==> src/design/xdld_pkg.sv <==
// ----------------------------------------------------------------------------
// xdld_pkg
// Shared types and constants for the xor decrypt loop detector.
// ----------------------------------------------------------------------------
package xdld_pkg;

  localparam int POS_WIDTH      = 24;
  localparam int TARGET_ENTRIES = 16;
  localparam int QUEUE_DEPTH    = 2;

  // Dalvik opcodes of interest
  localparam logic [7:0] OP_ARRAY_LENGTH  = 8'h21;
  localparam logic [7:0] OP_GOTO          = 8'h28;
  localparam logic [7:0] OP_IF_LT         = 8'h34;
  localparam logic [7:0] OP_IF_GE         = 8'h35;
  localparam logic [7:0] OP_XOR_INT       = 8'h97;
  localparam logic [7:0] OP_XOR_INT_2ADDR = 8'hb7;

  typedef struct packed {
    logic [7:0]           opcode;
    logic [POS_WIDTH-1:0] position;
    logic signed [7:0]    branch_offset;
    logic                 last_in_method;
  } item_t;

  typedef struct packed {
    logic abnormal;
    logic table_overflow;
  } result_t;

  // Classified instruction handed from front to back
  typedef struct packed {
    logic                 ins_a_vld;  // array-length position, inserted first
    logic [POS_WIDTH-1:0] ins_a_pos;
    logic                 ins_b_vld;  // if-ge position, inserted second
    logic [POS_WIDTH-1:0] ins_b_pos;
    logic                 is_xor;
    logic                 is_goto;
    logic [POS_WIDTH-1:0] goto_tgt;
    logic                 last;
  } cmd_t;

endpackage

==> src/design/xdld_fifo.sv <==
// ----------------------------------------------------------------------------
// xdld_fifo
// Small synchronous queue with registered storage and push/pop handshake.
// ----------------------------------------------------------------------------
module xdld_fifo #(
  parameter type T     = logic,
  parameter int  DEPTH = xdld_pkg::QUEUE_DEPTH
) (
  input  logic clk_i,
  input  logic rst_ni,
  input  logic push_i,
  input  T     wdata_i,
  output logic full_o,
  input  logic pop_i,
  output T     rdata_o,
  output logic empty_o
);

  localparam int PtrW = (DEPTH > 1) ? $clog2(DEPTH) : 1;
  localparam int CntW = $clog2(DEPTH + 1);

  T              mem_q [DEPTH];
  logic [PtrW-1:0] wptr_q, wptr_d;
  logic [PtrW-1:0] rptr_q, rptr_d;
  logic [CntW-1:0] cnt_q, cnt_d;
  logic            do_push, do_pop;

  assign full_o  = (cnt_q == CntW'(DEPTH));
  assign empty_o = (cnt_q == '0);
  assign rdata_o = mem_q[rptr_q];
  assign do_push = push_i && !full_o;
  assign do_pop  = pop_i && !empty_o;

  always_comb begin
    wptr_d = wptr_q;
    rptr_d = rptr_q;
    cnt_d  = cnt_q;
    if (do_push) begin
      wptr_d = (wptr_q == PtrW'(DEPTH - 1)) ? '0 : wptr_q + 1'b1;
    end
    if (do_pop) begin
      rptr_d = (rptr_q == PtrW'(DEPTH - 1)) ? '0 : rptr_q + 1'b1;
    end
    if (do_push && !do_pop) begin
      cnt_d = cnt_q + 1'b1;
    end else if (do_pop && !do_push) begin
      cnt_d = cnt_q - 1'b1;
    end
  end

  always_ff @(posedge clk_i or negedge rst_ni) begin
    if (!rst_ni) begin
      wptr_q <= '0;
      rptr_q <= '0;
      cnt_q  <= '0;
    end else begin
      wptr_q <= wptr_d;
      rptr_q <= rptr_d;
      cnt_q  <= cnt_d;
    end
  end

  always_ff @(posedge clk_i) begin
    if (do_push) begin
      mem_q[wptr_q] <= wdata_i;
    end
  end

endmodule

==> src/design/xdld_front.sv <==
// ----------------------------------------------------------------------------
// xdld_front
// Decodes each instruction into a command: pending inserts, xor mark,
// goto target. Tracks the array-length lookbehind.
// ----------------------------------------------------------------------------
module xdld_front (
  input  logic           clk_i,
  input  logic           rst_ni,
  input  logic           accept_i,
  input  xdld_pkg::item_t item_i,
  output xdld_pkg::cmd_t  cmd_o
);

  localparam int PW = xdld_pkg::POS_WIDTH;

  logic          prev_al_q, prev_al_d;
  logic [PW-1:0] prev_pos_q, prev_pos_d;
  logic          is_al, is_if;

  assign is_al = (item_i.opcode == xdld_pkg::OP_ARRAY_LENGTH);
  assign is_if = (item_i.opcode == xdld_pkg::OP_IF_LT) ||
                 (item_i.opcode == xdld_pkg::OP_IF_GE);

  always_comb begin
    cmd_o.ins_a_vld = prev_al_q && is_if;
    cmd_o.ins_a_pos = prev_pos_q;
    cmd_o.ins_b_vld = (item_i.opcode == xdld_pkg::OP_IF_GE);
    cmd_o.ins_b_pos = item_i.position;
    cmd_o.is_xor    = (item_i.opcode == xdld_pkg::OP_XOR_INT) ||
                      (item_i.opcode == xdld_pkg::OP_XOR_INT_2ADDR);
    cmd_o.is_goto   = (item_i.opcode == xdld_pkg::OP_GOTO);
    // offset is in 16-bit code units: sign-extend and double, wrap
    cmd_o.goto_tgt  = item_i.position +
                      {{(PW-9){item_i.branch_offset[7]}}, item_i.branch_offset, 1'b0};
    cmd_o.last      = item_i.last_in_method;
  end

  // lookbehind survives only to the next instruction of the same method
  always_comb begin
    prev_al_d  = prev_al_q;
    prev_pos_d = prev_pos_q;
    if (accept_i) begin
      prev_al_d = is_al && !item_i.last_in_method;
      if (is_al) begin
        prev_pos_d = item_i.position;
      end
    end
  end

  always_ff @(posedge clk_i or negedge rst_ni) begin
    if (!rst_ni) begin
      prev_al_q  <= 1'b0;
      prev_pos_q <= '0;
    end else begin
      prev_al_q  <= prev_al_d;
      prev_pos_q <= prev_pos_d;
    end
  end

endmodule

==> src/design/xdld_back.sv <==
// ----------------------------------------------------------------------------
// xdld_back
// Executes commands against the parallel-compare target store and keeps
// the per-method flags. Emits the verdict on the method's last command.
// ----------------------------------------------------------------------------
module xdld_back #(
  parameter int TARGET_ENTRIES = xdld_pkg::TARGET_ENTRIES
) (
  input  logic             clk_i,
  input  logic             rst_ni,
  input  logic             cmd_valid_i,
  input  xdld_pkg::cmd_t   cmd_i,
  output logic             cmd_pop_o,
  input  logic             res_full_i,
  output logic             res_push_o,
  output xdld_pkg::result_t res_o
);

  localparam int PW = xdld_pkg::POS_WIDTH;
  localparam int TE = TARGET_ENTRIES;

  logic [PW-1:0] pos_q [TE];
  logic [TE-1:0] valid_q, valid_d;
  logic          xor_q, xor_d;
  logic          found_q, found_d;
  logic          ovf_q, ovf_d;

  logic          go, active;
  logic [TE-1:0] match_a, match_b, match_g;
  logic [TE-1:0] free_a, free_b, sel_a, sel_b, valid_a;
  logic          hit_a, hit_b, hit_g, do_a, do_b, ovf_a, ovf_b;

  assign go         = cmd_valid_i && (!cmd_i.last || !res_full_i);
  assign cmd_pop_o  = go;
  assign res_push_o = go && cmd_i.last;
  assign active     = !found_q;

  always_comb begin
    for (int i = 0; i < TE; i++) begin
      match_a[i] = valid_q[i] && (pos_q[i] == cmd_i.ins_a_pos);
      match_b[i] = valid_q[i] && (pos_q[i] == cmd_i.ins_b_pos);
      match_g[i] = valid_q[i] && (pos_q[i] == cmd_i.goto_tgt);
    end

    // first insert: lowest free slot
    hit_a   = |match_a;
    do_a    = active && cmd_i.ins_a_vld && !hit_a;
    free_a  = ~valid_q;
    sel_a   = do_a ? (free_a & (~free_a + TE'(1))) : '0;
    ovf_a   = do_a && (free_a == '0);
    valid_a = valid_q | sel_a;

    // second insert sees the first one's slot
    hit_b  = (|match_b) || ((|sel_a) && (cmd_i.ins_a_pos == cmd_i.ins_b_pos));
    do_b   = active && cmd_i.ins_b_vld && !hit_b;
    free_b = ~valid_a;
    sel_b  = do_b ? (free_b & (~free_b + TE'(1))) : '0;
    ovf_b  = do_b && (free_b == '0);

    hit_g   = |match_g;
    xor_d   = xor_q || (active && cmd_i.is_xor);
    found_d = found_q || (active && cmd_i.is_goto && xor_q && hit_g);
    ovf_d   = ovf_q || ovf_a || ovf_b;
    valid_d = valid_a | sel_b;

    res_o.abnormal       = found_d;
    res_o.table_overflow = ovf_d;
  end

  always_ff @(posedge clk_i or negedge rst_ni) begin
    if (!rst_ni) begin
      valid_q <= '0;
      xor_q   <= 1'b0;
      found_q <= 1'b0;
      ovf_q   <= 1'b0;
    end else if (go) begin
      if (cmd_i.last) begin
        valid_q <= '0;
        xor_q   <= 1'b0;
        found_q <= 1'b0;
        ovf_q   <= 1'b0;
      end else begin
        valid_q <= valid_d;
        xor_q   <= xor_d;
        found_q <= found_d;
        ovf_q   <= ovf_d;
      end
    end
  end

  always_ff @(posedge clk_i) begin
    for (int i = 0; i < TE; i++) begin
      if (go && sel_a[i]) begin
        pos_q[i] <= cmd_i.ins_a_pos;
      end else if (go && sel_b[i]) begin
        pos_q[i] <= cmd_i.ins_b_pos;
      end
    end
  end

endmodule

==> src/design/xor_decrypt_loop_detector_core.sv <==
// ----------------------------------------------------------------------------
// xor_decrypt_loop_detector_core
// Flags methods whose Dalvik instruction stream shows an xor decrypt loop.
// ----------------------------------------------------------------------------
// Throughput: one instruction per cycle, set by the parallel compare of the
//   target store in the back end, unless a full result queue stalls it.
// Verdict path: the last command is registered in the command queue and its
//   verdict in the result queue before it shows on result_o.
// Reset: clears store valid bits, method flags and both queues; the block
//   accepts instructions as soon as reset is released.
module xor_decrypt_loop_detector_core #(
  parameter int TARGET_ENTRIES = xdld_pkg::TARGET_ENTRIES
) (
  input  logic              clk_i,
  input  logic              rst_ni,
  input  logic              push,
  output logic              full,
  input  xdld_pkg::item_t   item_i,
  output logic              empty,
  input  logic              pop,
  output xdld_pkg::result_t result_o
);

  xdld_pkg::cmd_t    fe_cmd, be_cmd;
  xdld_pkg::result_t be_res;
  logic              accept, cmd_empty, cmd_pop, res_full, res_push;

  assign accept = push && !full;

  xdld_front u_front (
    .clk_i    (clk_i),
    .rst_ni   (rst_ni),
    .accept_i (accept),
    .item_i   (item_i),
    .cmd_o    (fe_cmd)
  );

  xdld_fifo #(
    .T     (xdld_pkg::cmd_t),
    .DEPTH (xdld_pkg::QUEUE_DEPTH)
  ) u_cmd_q (
    .clk_i   (clk_i),
    .rst_ni  (rst_ni),
    .push_i  (push),
    .wdata_i (fe_cmd),
    .full_o  (full),
    .pop_i   (cmd_pop),
    .rdata_o (be_cmd),
    .empty_o (cmd_empty)
  );

  xdld_back #(
    .TARGET_ENTRIES (TARGET_ENTRIES)
  ) u_back (
    .clk_i       (clk_i),
    .rst_ni      (rst_ni),
    .cmd_valid_i (!cmd_empty),
    .cmd_i       (be_cmd),
    .cmd_pop_o   (cmd_pop),
    .res_full_i  (res_full),
    .res_push_o  (res_push),
    .res_o       (be_res)
  );

  xdld_fifo #(
    .T     (xdld_pkg::result_t),
    .DEPTH (xdld_pkg::QUEUE_DEPTH)
  ) u_res_q (
    .clk_i   (clk_i),
    .rst_ni  (rst_ni),
    .push_i  (res_push),
    .wdata_i (be_res),
    .full_o  (res_full),
    .pop_i   (pop),
    .rdata_o (result_o),
    .empty_o (empty)
  );

endmodule

==> config.mk <==
export PLATFORM = sky130hd
export DESIGN_NAME = xor_decrypt_loop_detector_core
export DESIGN_NICKNAME = d
export VERILOG_FILES = /design/src/design/xdld_pkg.sv /design/src/design/xdld_fifo.sv /design/src/design/xdld_front.sv /design/src/design/xdld_back.sv /design/src/design/xor_decrypt_loop_detector_core.sv
export SDC_FILE = /design/constraint.sdc
export NUM_CORES = 2
export LEC_CHECK = 0
export BUFFER_PORTS_ARGS = -buffer_cell sky130_fd_sc_hd__buf_2
export CORE_UTILIZATION = 45
export CTS_CLUSTER_SIZE = 8
export DETAILED_ROUTE_END_ITERATION = 10
export SLEW_MARGIN = 20
export SYNTH_ARGS = -nofsm -noshare
export SYNTH_HDL_FRONTEND = slang
export SYNTH_SLANG_ARGS = --single-unit
==> constraint.sdc <==
create_clock -name clk_i -period 13.5 [get_ports clk_i]
set_input_delay 0 -clock clk_i [delete_from_list [all_inputs] [get_ports clk_i]]
set_output_delay 0 -clock clk_i [all_outputs]
set_load 0.005 [all_outputs]
Word level (Yosys, flattened, before mapping):

Memories as Yosys holds them, arrays and structs flattened.
Index checks and enable logic that the tools add are counted.

* bits of input ports: 45
* output and inout bits: 4
* memories: 3
* RAM bits: 542
* logic and storage cells: 356
* flip-flop bits (word level): 52

* equality and inequality tests: 57
* add/subtract/negate cells: 11
* mux-type cells: 114
* reduce and logical (&&, ||, !) cells: 135
* bitwise operators: 24

Memories
* u_back.pos_q: depth 16, bits a word 24, read ports 16, clocked after memory_dff 0, write ports 16, RTL line xdld_back.sv:22 `logic [PW-1:0] pos_q [TE];`
* u_cmd_q.mem_q: depth 2, bits a word 77, read ports 1, clocked after memory_dff 0, write ports 1, RTL line xdld_fifo.sv:22 `T mem_q [DEPTH];`
* u_res_q.mem_q: depth 2, bits a word 2, read ports 1, clocked after memory_dff 0, write ports 1, RTL line xdld_fifo.sv:22

Operators with widths (count)
* $eq A24 B24 Y1: 49
* $mux W24: 16
* $logic_and A1 B1 Y1: 103
* $mux W1: 91
* $not A16 Y16: 4
* $reduce_or A16 Y1: 4
* $mux W16: 3
* $add A16 B1 Y16 const B: 2
* $and A16 B16 Y16: 2
* $eq A8 B6 Y1 const B: 4
* $logic_not A16 Y1: 2
* $or A16 B16 Y16: 2
* $add A24 B24 Y24: 1
* $eq A8 B8 Y1 const B: 2
* $or A1 B1 Y1: 16
* $logic_not A1 Y1: 13
* $logic_or A1 B1 Y1: 8
* $mux W2: 4
* $add A1 B1 Y1 const B: 4
* $add A2 B1 Y2 const B: 2
* $eq A2 B2 Y1 const B: 2
* $logic_not A2 Y1: 2
* $reduce_bool A2 Y1: 2
* $sub A2 B1 Y2 const B: 2
* $reduce_and A2 Y1: 1

Depth between registers and ports, before layout:

An unclocked memory read counts as a cell.

* depth after elaboration: 18
* mapped depth: 20
* mapped depth without buffers: 16

Hierarchy:

A second synthesis with hierarchy kept.

* cells, all modules: 3469
* area total of the unflattened synthesis: 41325.9 µm²

Modules (own cells, without submodules)
* xdld_back: cells each 2944, times used 1, area each 32855.3 µm², sequential area each 12006.5 µm²
* xdld_fifo (u_cmd_q): cells each 259, times used 1, area each 5833.1 µm², sequential area each 4724.5 µm²
* xdld_front: cells each 239, times used 1, area each 2280.9 µm², sequential area each 625.6 µm²
* xdld_fifo (u_res_q): cells each 25, times used 1, area each 339.1 µm², sequential area each 220.2 µm²
* xor_decrypt_loop_detector_core: cells each 2, times used 1, area each 17.5 µm², sequential area each 0.0 µm²

Worst setup path before layout:

Ideal clock, no wire load.

* kind: reg2reg
* from: register u_cmd_q.rptr_q
* to: memory u_back.pos_q[1][24] (netlist bit) (enable)
* data arrival time: 5.611 ns
* setup slack: 7.423 ns
* clock period less this slack: 6.077 ns
* stages on the path, launching flop included: 18
* cell sequence: dfrtp_1 > buf_6 > buf_12 > mux2i_2 > buf_6 > xnor2_1 > nor4_1 > nand3_1 > o22ai_2 > nor4_4 > nand3_4 > nor2_8 > maj3_2 > a21boi_1 > o22ai_1 > clkbuf_1 > nand2_1 > nor4_1

RTL lines
* start, declared: RTL line xdld_fifo.sv:24 `logic [PtrW-1:0] rptr_q, rptr_d;`
* start signal, assigned: RTL line xdld_fifo.sv:58 `rptr_q <= rptr_d;`
* end, declared: RTL line xdld_back.sv:22

==> flow_metrics.tcl <==
set metrics [dict create \
    status "complete, no violations" \
    grt_setup_unrepaired "false" \
    drt_iter0_drc 3805 \
    fin_ws_ns 5.78 \
    synth_cells 3477 \
    hold_viol 0 \
    start_kind "flop" \
    portBuffers 48 \
    dr_total_vias 31100 \
    nets 3616 \
    dpl.hpwl_mm 95.9 \
    ioPinCount 49 \
    synth_area_um2 40300 \
    ys_seq_area_frac 0.435 \
    die_w_um 301 \
    power-per-cell-area_nw_per_um2 232 \
    slew_headroom 0.204 \
    synth_cell_types 74 \
    pre_cts_ws_ns 5.75 \
    cts_root_buf "clkbuf_16" \
    crit_end "u_back.pos_q[1][72]$_DFFE_PP_" \
    first_pass_iters 6 \
    initial_core_util 0.455 \
    clock_path_buffers 3 \
    synthTopCellsByArea "edfxtp_1 40%, xnor2_1 19%, mux2i_1 11%" \
    r2r_cells 16 \
    setup_violations 0 \
    slew_viol_final 0 \
    placed_cell_area_um2 42400 \
    fp-row-count 109 \
    worst-path-max-fanout 26 \
    power_mw 10.5 \
    fin_crit_sh 0.572 \
    cpMostUsedCell "buf_4" \
    worst_path_largest_cell_delay_ns 0.87 \
    synth.avg_cell_area_um2 11.6 \
    async_reset_ff_frac 0.0878 \
    hp-class "in2reg" \
    synth_top_area_frac 0.402 \
    cpMaxStageDelayCell "mux2i_4" \
    viasPerCell 6.51 \
    clkSinkCount 592 \
    rrSetupSlack_ns 5.78 \
    synth_edf_count 540 \
    critPathKind "reg2reg" \
    synth_area_leader_cell "edfxtp_1" \
    fin_skew_ns 0.0725 \
    ys_ff_latch 592 \
    peakVddDrop_mv 0.175 \
    arrival_ns 8.08 \
    worstMarginPinSlew_ns 1.18 \
    clkLatencyLatePin_ns 0.69 \
    gp_congestion 1.01 \
    core_area_um2 88500 \
    dieHeight_um 301 \
    worstSetupEndpointType "flop" \
    leakage_nw 14.7 \
    stdcell_area_um2 45500 \
    grt_pass1_vias 30000 \
    whs_ns 0.0433 \
    post_cts_buffers 0 \
    grt_pass1_wl_mm 228 \
    grt_max_degree 53 \
    maxCapViolations 0 \
    timing.rr.start "u_cmd_q.rptr_q$_DFFE_PN0P_" \
    drc 0 \
    synth_nets 3547 \
    yosysWarnings 0 \
    cp.required_ns 13.86 \
    grt_overflow 0 \
    fin_setup_tns_ns 0 \
    crit_path_start "u_cmd_q.rptr_q$_DFFE_PN0P_" \
    layout_common_cells "889 x xnor2_1, 540 x edfxtp_1, 391 x mux2i_1" \
    finalWirelength_mm 163 \
    ant_nets 0 \
    syn_to_final_growth_pct 12.8 \
    final_common_cell "xnor2_1" \
    path_cells "buf_4, buf_4, mux2i_4, buf_4, xnor2_1, nor4_1, nand4_1, nor4_1, nor4_1, nand3_1, a31oi_2, o31a_1, and3b_1, nor4b_2, buf_4, mux2i_1" \
    fmaxAchievable_mhz 130 \
    period_minus_slack_ns 7.72 \
    htree_levels 3 \
    synth_flop_cell "edfxtp_1" \
    grt_usage 0.355 \
    die_area_um2 90800 \
    cts_tree "built" \
    routedWlPerCell_um 34.2 \
    drive_gt1_frac 0.116 \
    numCtsBuffers 84 \
    reg2reg_to "u_back.pos_q[1][72]$_DFFE_PP_" \
    antenna_found_initial 4 \
    clk_pin_slew_worst_paths_ns 0.06 \
]
worst max-delay path, delay by kind of cell (launching register included):
| kind | cells | cell delay (ns) |
|---|---|---|
| AO/OA/AOI/OAI | 2 | 1.15 |
| AND/OR/NAND/NOR | 7 | 1.86 |
| buffers and inverters | 4 | 2.47 |
| flip-flops | 1 | 0.58 |
| multiplexers | 2 | 1.01 |
| XOR/XNOR | 1 | 0.20 |
logic make-up (layout without fill, tap and decap cells):
group / after synthesis / count (layout) / share of synthesized area
compound gates: 128 / 128 / 0.0207
xor+xnor: 1193 / 1193 / 0.260
fa+ha+maj: 28 / 28 / 0.00872
buf+inv: 267 / 401 / 0.0349
flops: 592 / 592 / 0.435
mux: 491 / 491 / 0.129
other cells: 0 / 3 / 0
simple gates: 778 / 778 / 0.112
sequential cells by signal, indices dropped and copies added, names as in the netlist:
name                cells
u_back.pos_q          384
u_cmd_q.mem_q         152
u_front.prev_pos_q     24
u_back.valid_q         16
u_res_q.mem_q           4
u_cmd_q.cnt_q           2
u_res_q.cnt_q           2
u_back.found_q          1
u_back.ovf_q            1
u_back.xor_q            1
u_cmd_q.rptr_q          1
u_cmd_q.wptr_q          1
u_front.prev_al_q       1
u_res_q.rptr_q          1
u_res_q.wptr_q          1
stage by stage:
step,cells,utilization
6_report,4779,0.514
2_1_floorplan,3477,-
3_5_place_dp,4576,0.479
3_3_place_gp,4576,0.479
5_1_grt,4776,0.514
4_1_cts,4775,0.513
cells in the mapped netlist (26+ instances only):
cell type,count
xnor2_1,889
edfxtp_1,540
mux2i_1,438
xor2_1,301
nor4_1,297
nand4_1,144
clkbuf_1,107
nor2_1,83
buf_2,79
nor3_1,64
nand3_1,57
dfrtp_1,52
nand2_1,49
a21oi_1,29
mux2_2,29
o21ai_0,28
buf_4,26
where the power goes:
group | switching (mW) | internal, mW
sequential | 0.257 | 2.49
clock | 0.878 | 1.18
combinational | 3.85 | 1.89
total | 4.99 | 5.56
how the worst min path moves through the flow:
stage	from	slack, ns	end	depth (start not counted)
after floorplan	rst_ni	-0.30	u_back.found_q$_DFFE_PN0P_	0
after global placement	item_i[0]	0.20	u_front.prev_al_q$_DFFE_PN0P_	2
after detailed placement	item_i[9]	0.21	u_cmd_q.mem_q[1][27]$_DFFE_PP_	1
after CTS	item_i[8]	0.007	u_cmd_q.mem_q[1][24]$_DFFE_PP_	3
after global routing	item_i[9]	0.06	u_cmd_q.mem_q[1][27]$_DFFE_PP_	2
final	item_i[8]	0.04	u_cmd_q.mem_q[0][24]$_DFFE_PP_	3
routing by layer:
metal  global-route usage  routed length [um]
met5                    0                  11
met4                0.198               10200
met3               0.0720               18100
met2                0.535               71000
met1                0.477               64200
what timing repair did:
item	CTS	global route
gates resized for setup	0	0
hold endpoints to repair	179	0
hold buffers	48	0
cell type report:
type | count | area, um^2
flip-flops and latches | 592 | 17500
well taps | 1165 | 1460
clock buffers | 144 | 2340
repair buffers | 224 | 1690
clock inverters | 7 | 200
inverters | 26 | 100
fillers | 7817 | 43000
diodes | 3 | 7.51
multi-input cells | 2618 | 22200
No activity file was read; power rests on OpenSTA's default activity.
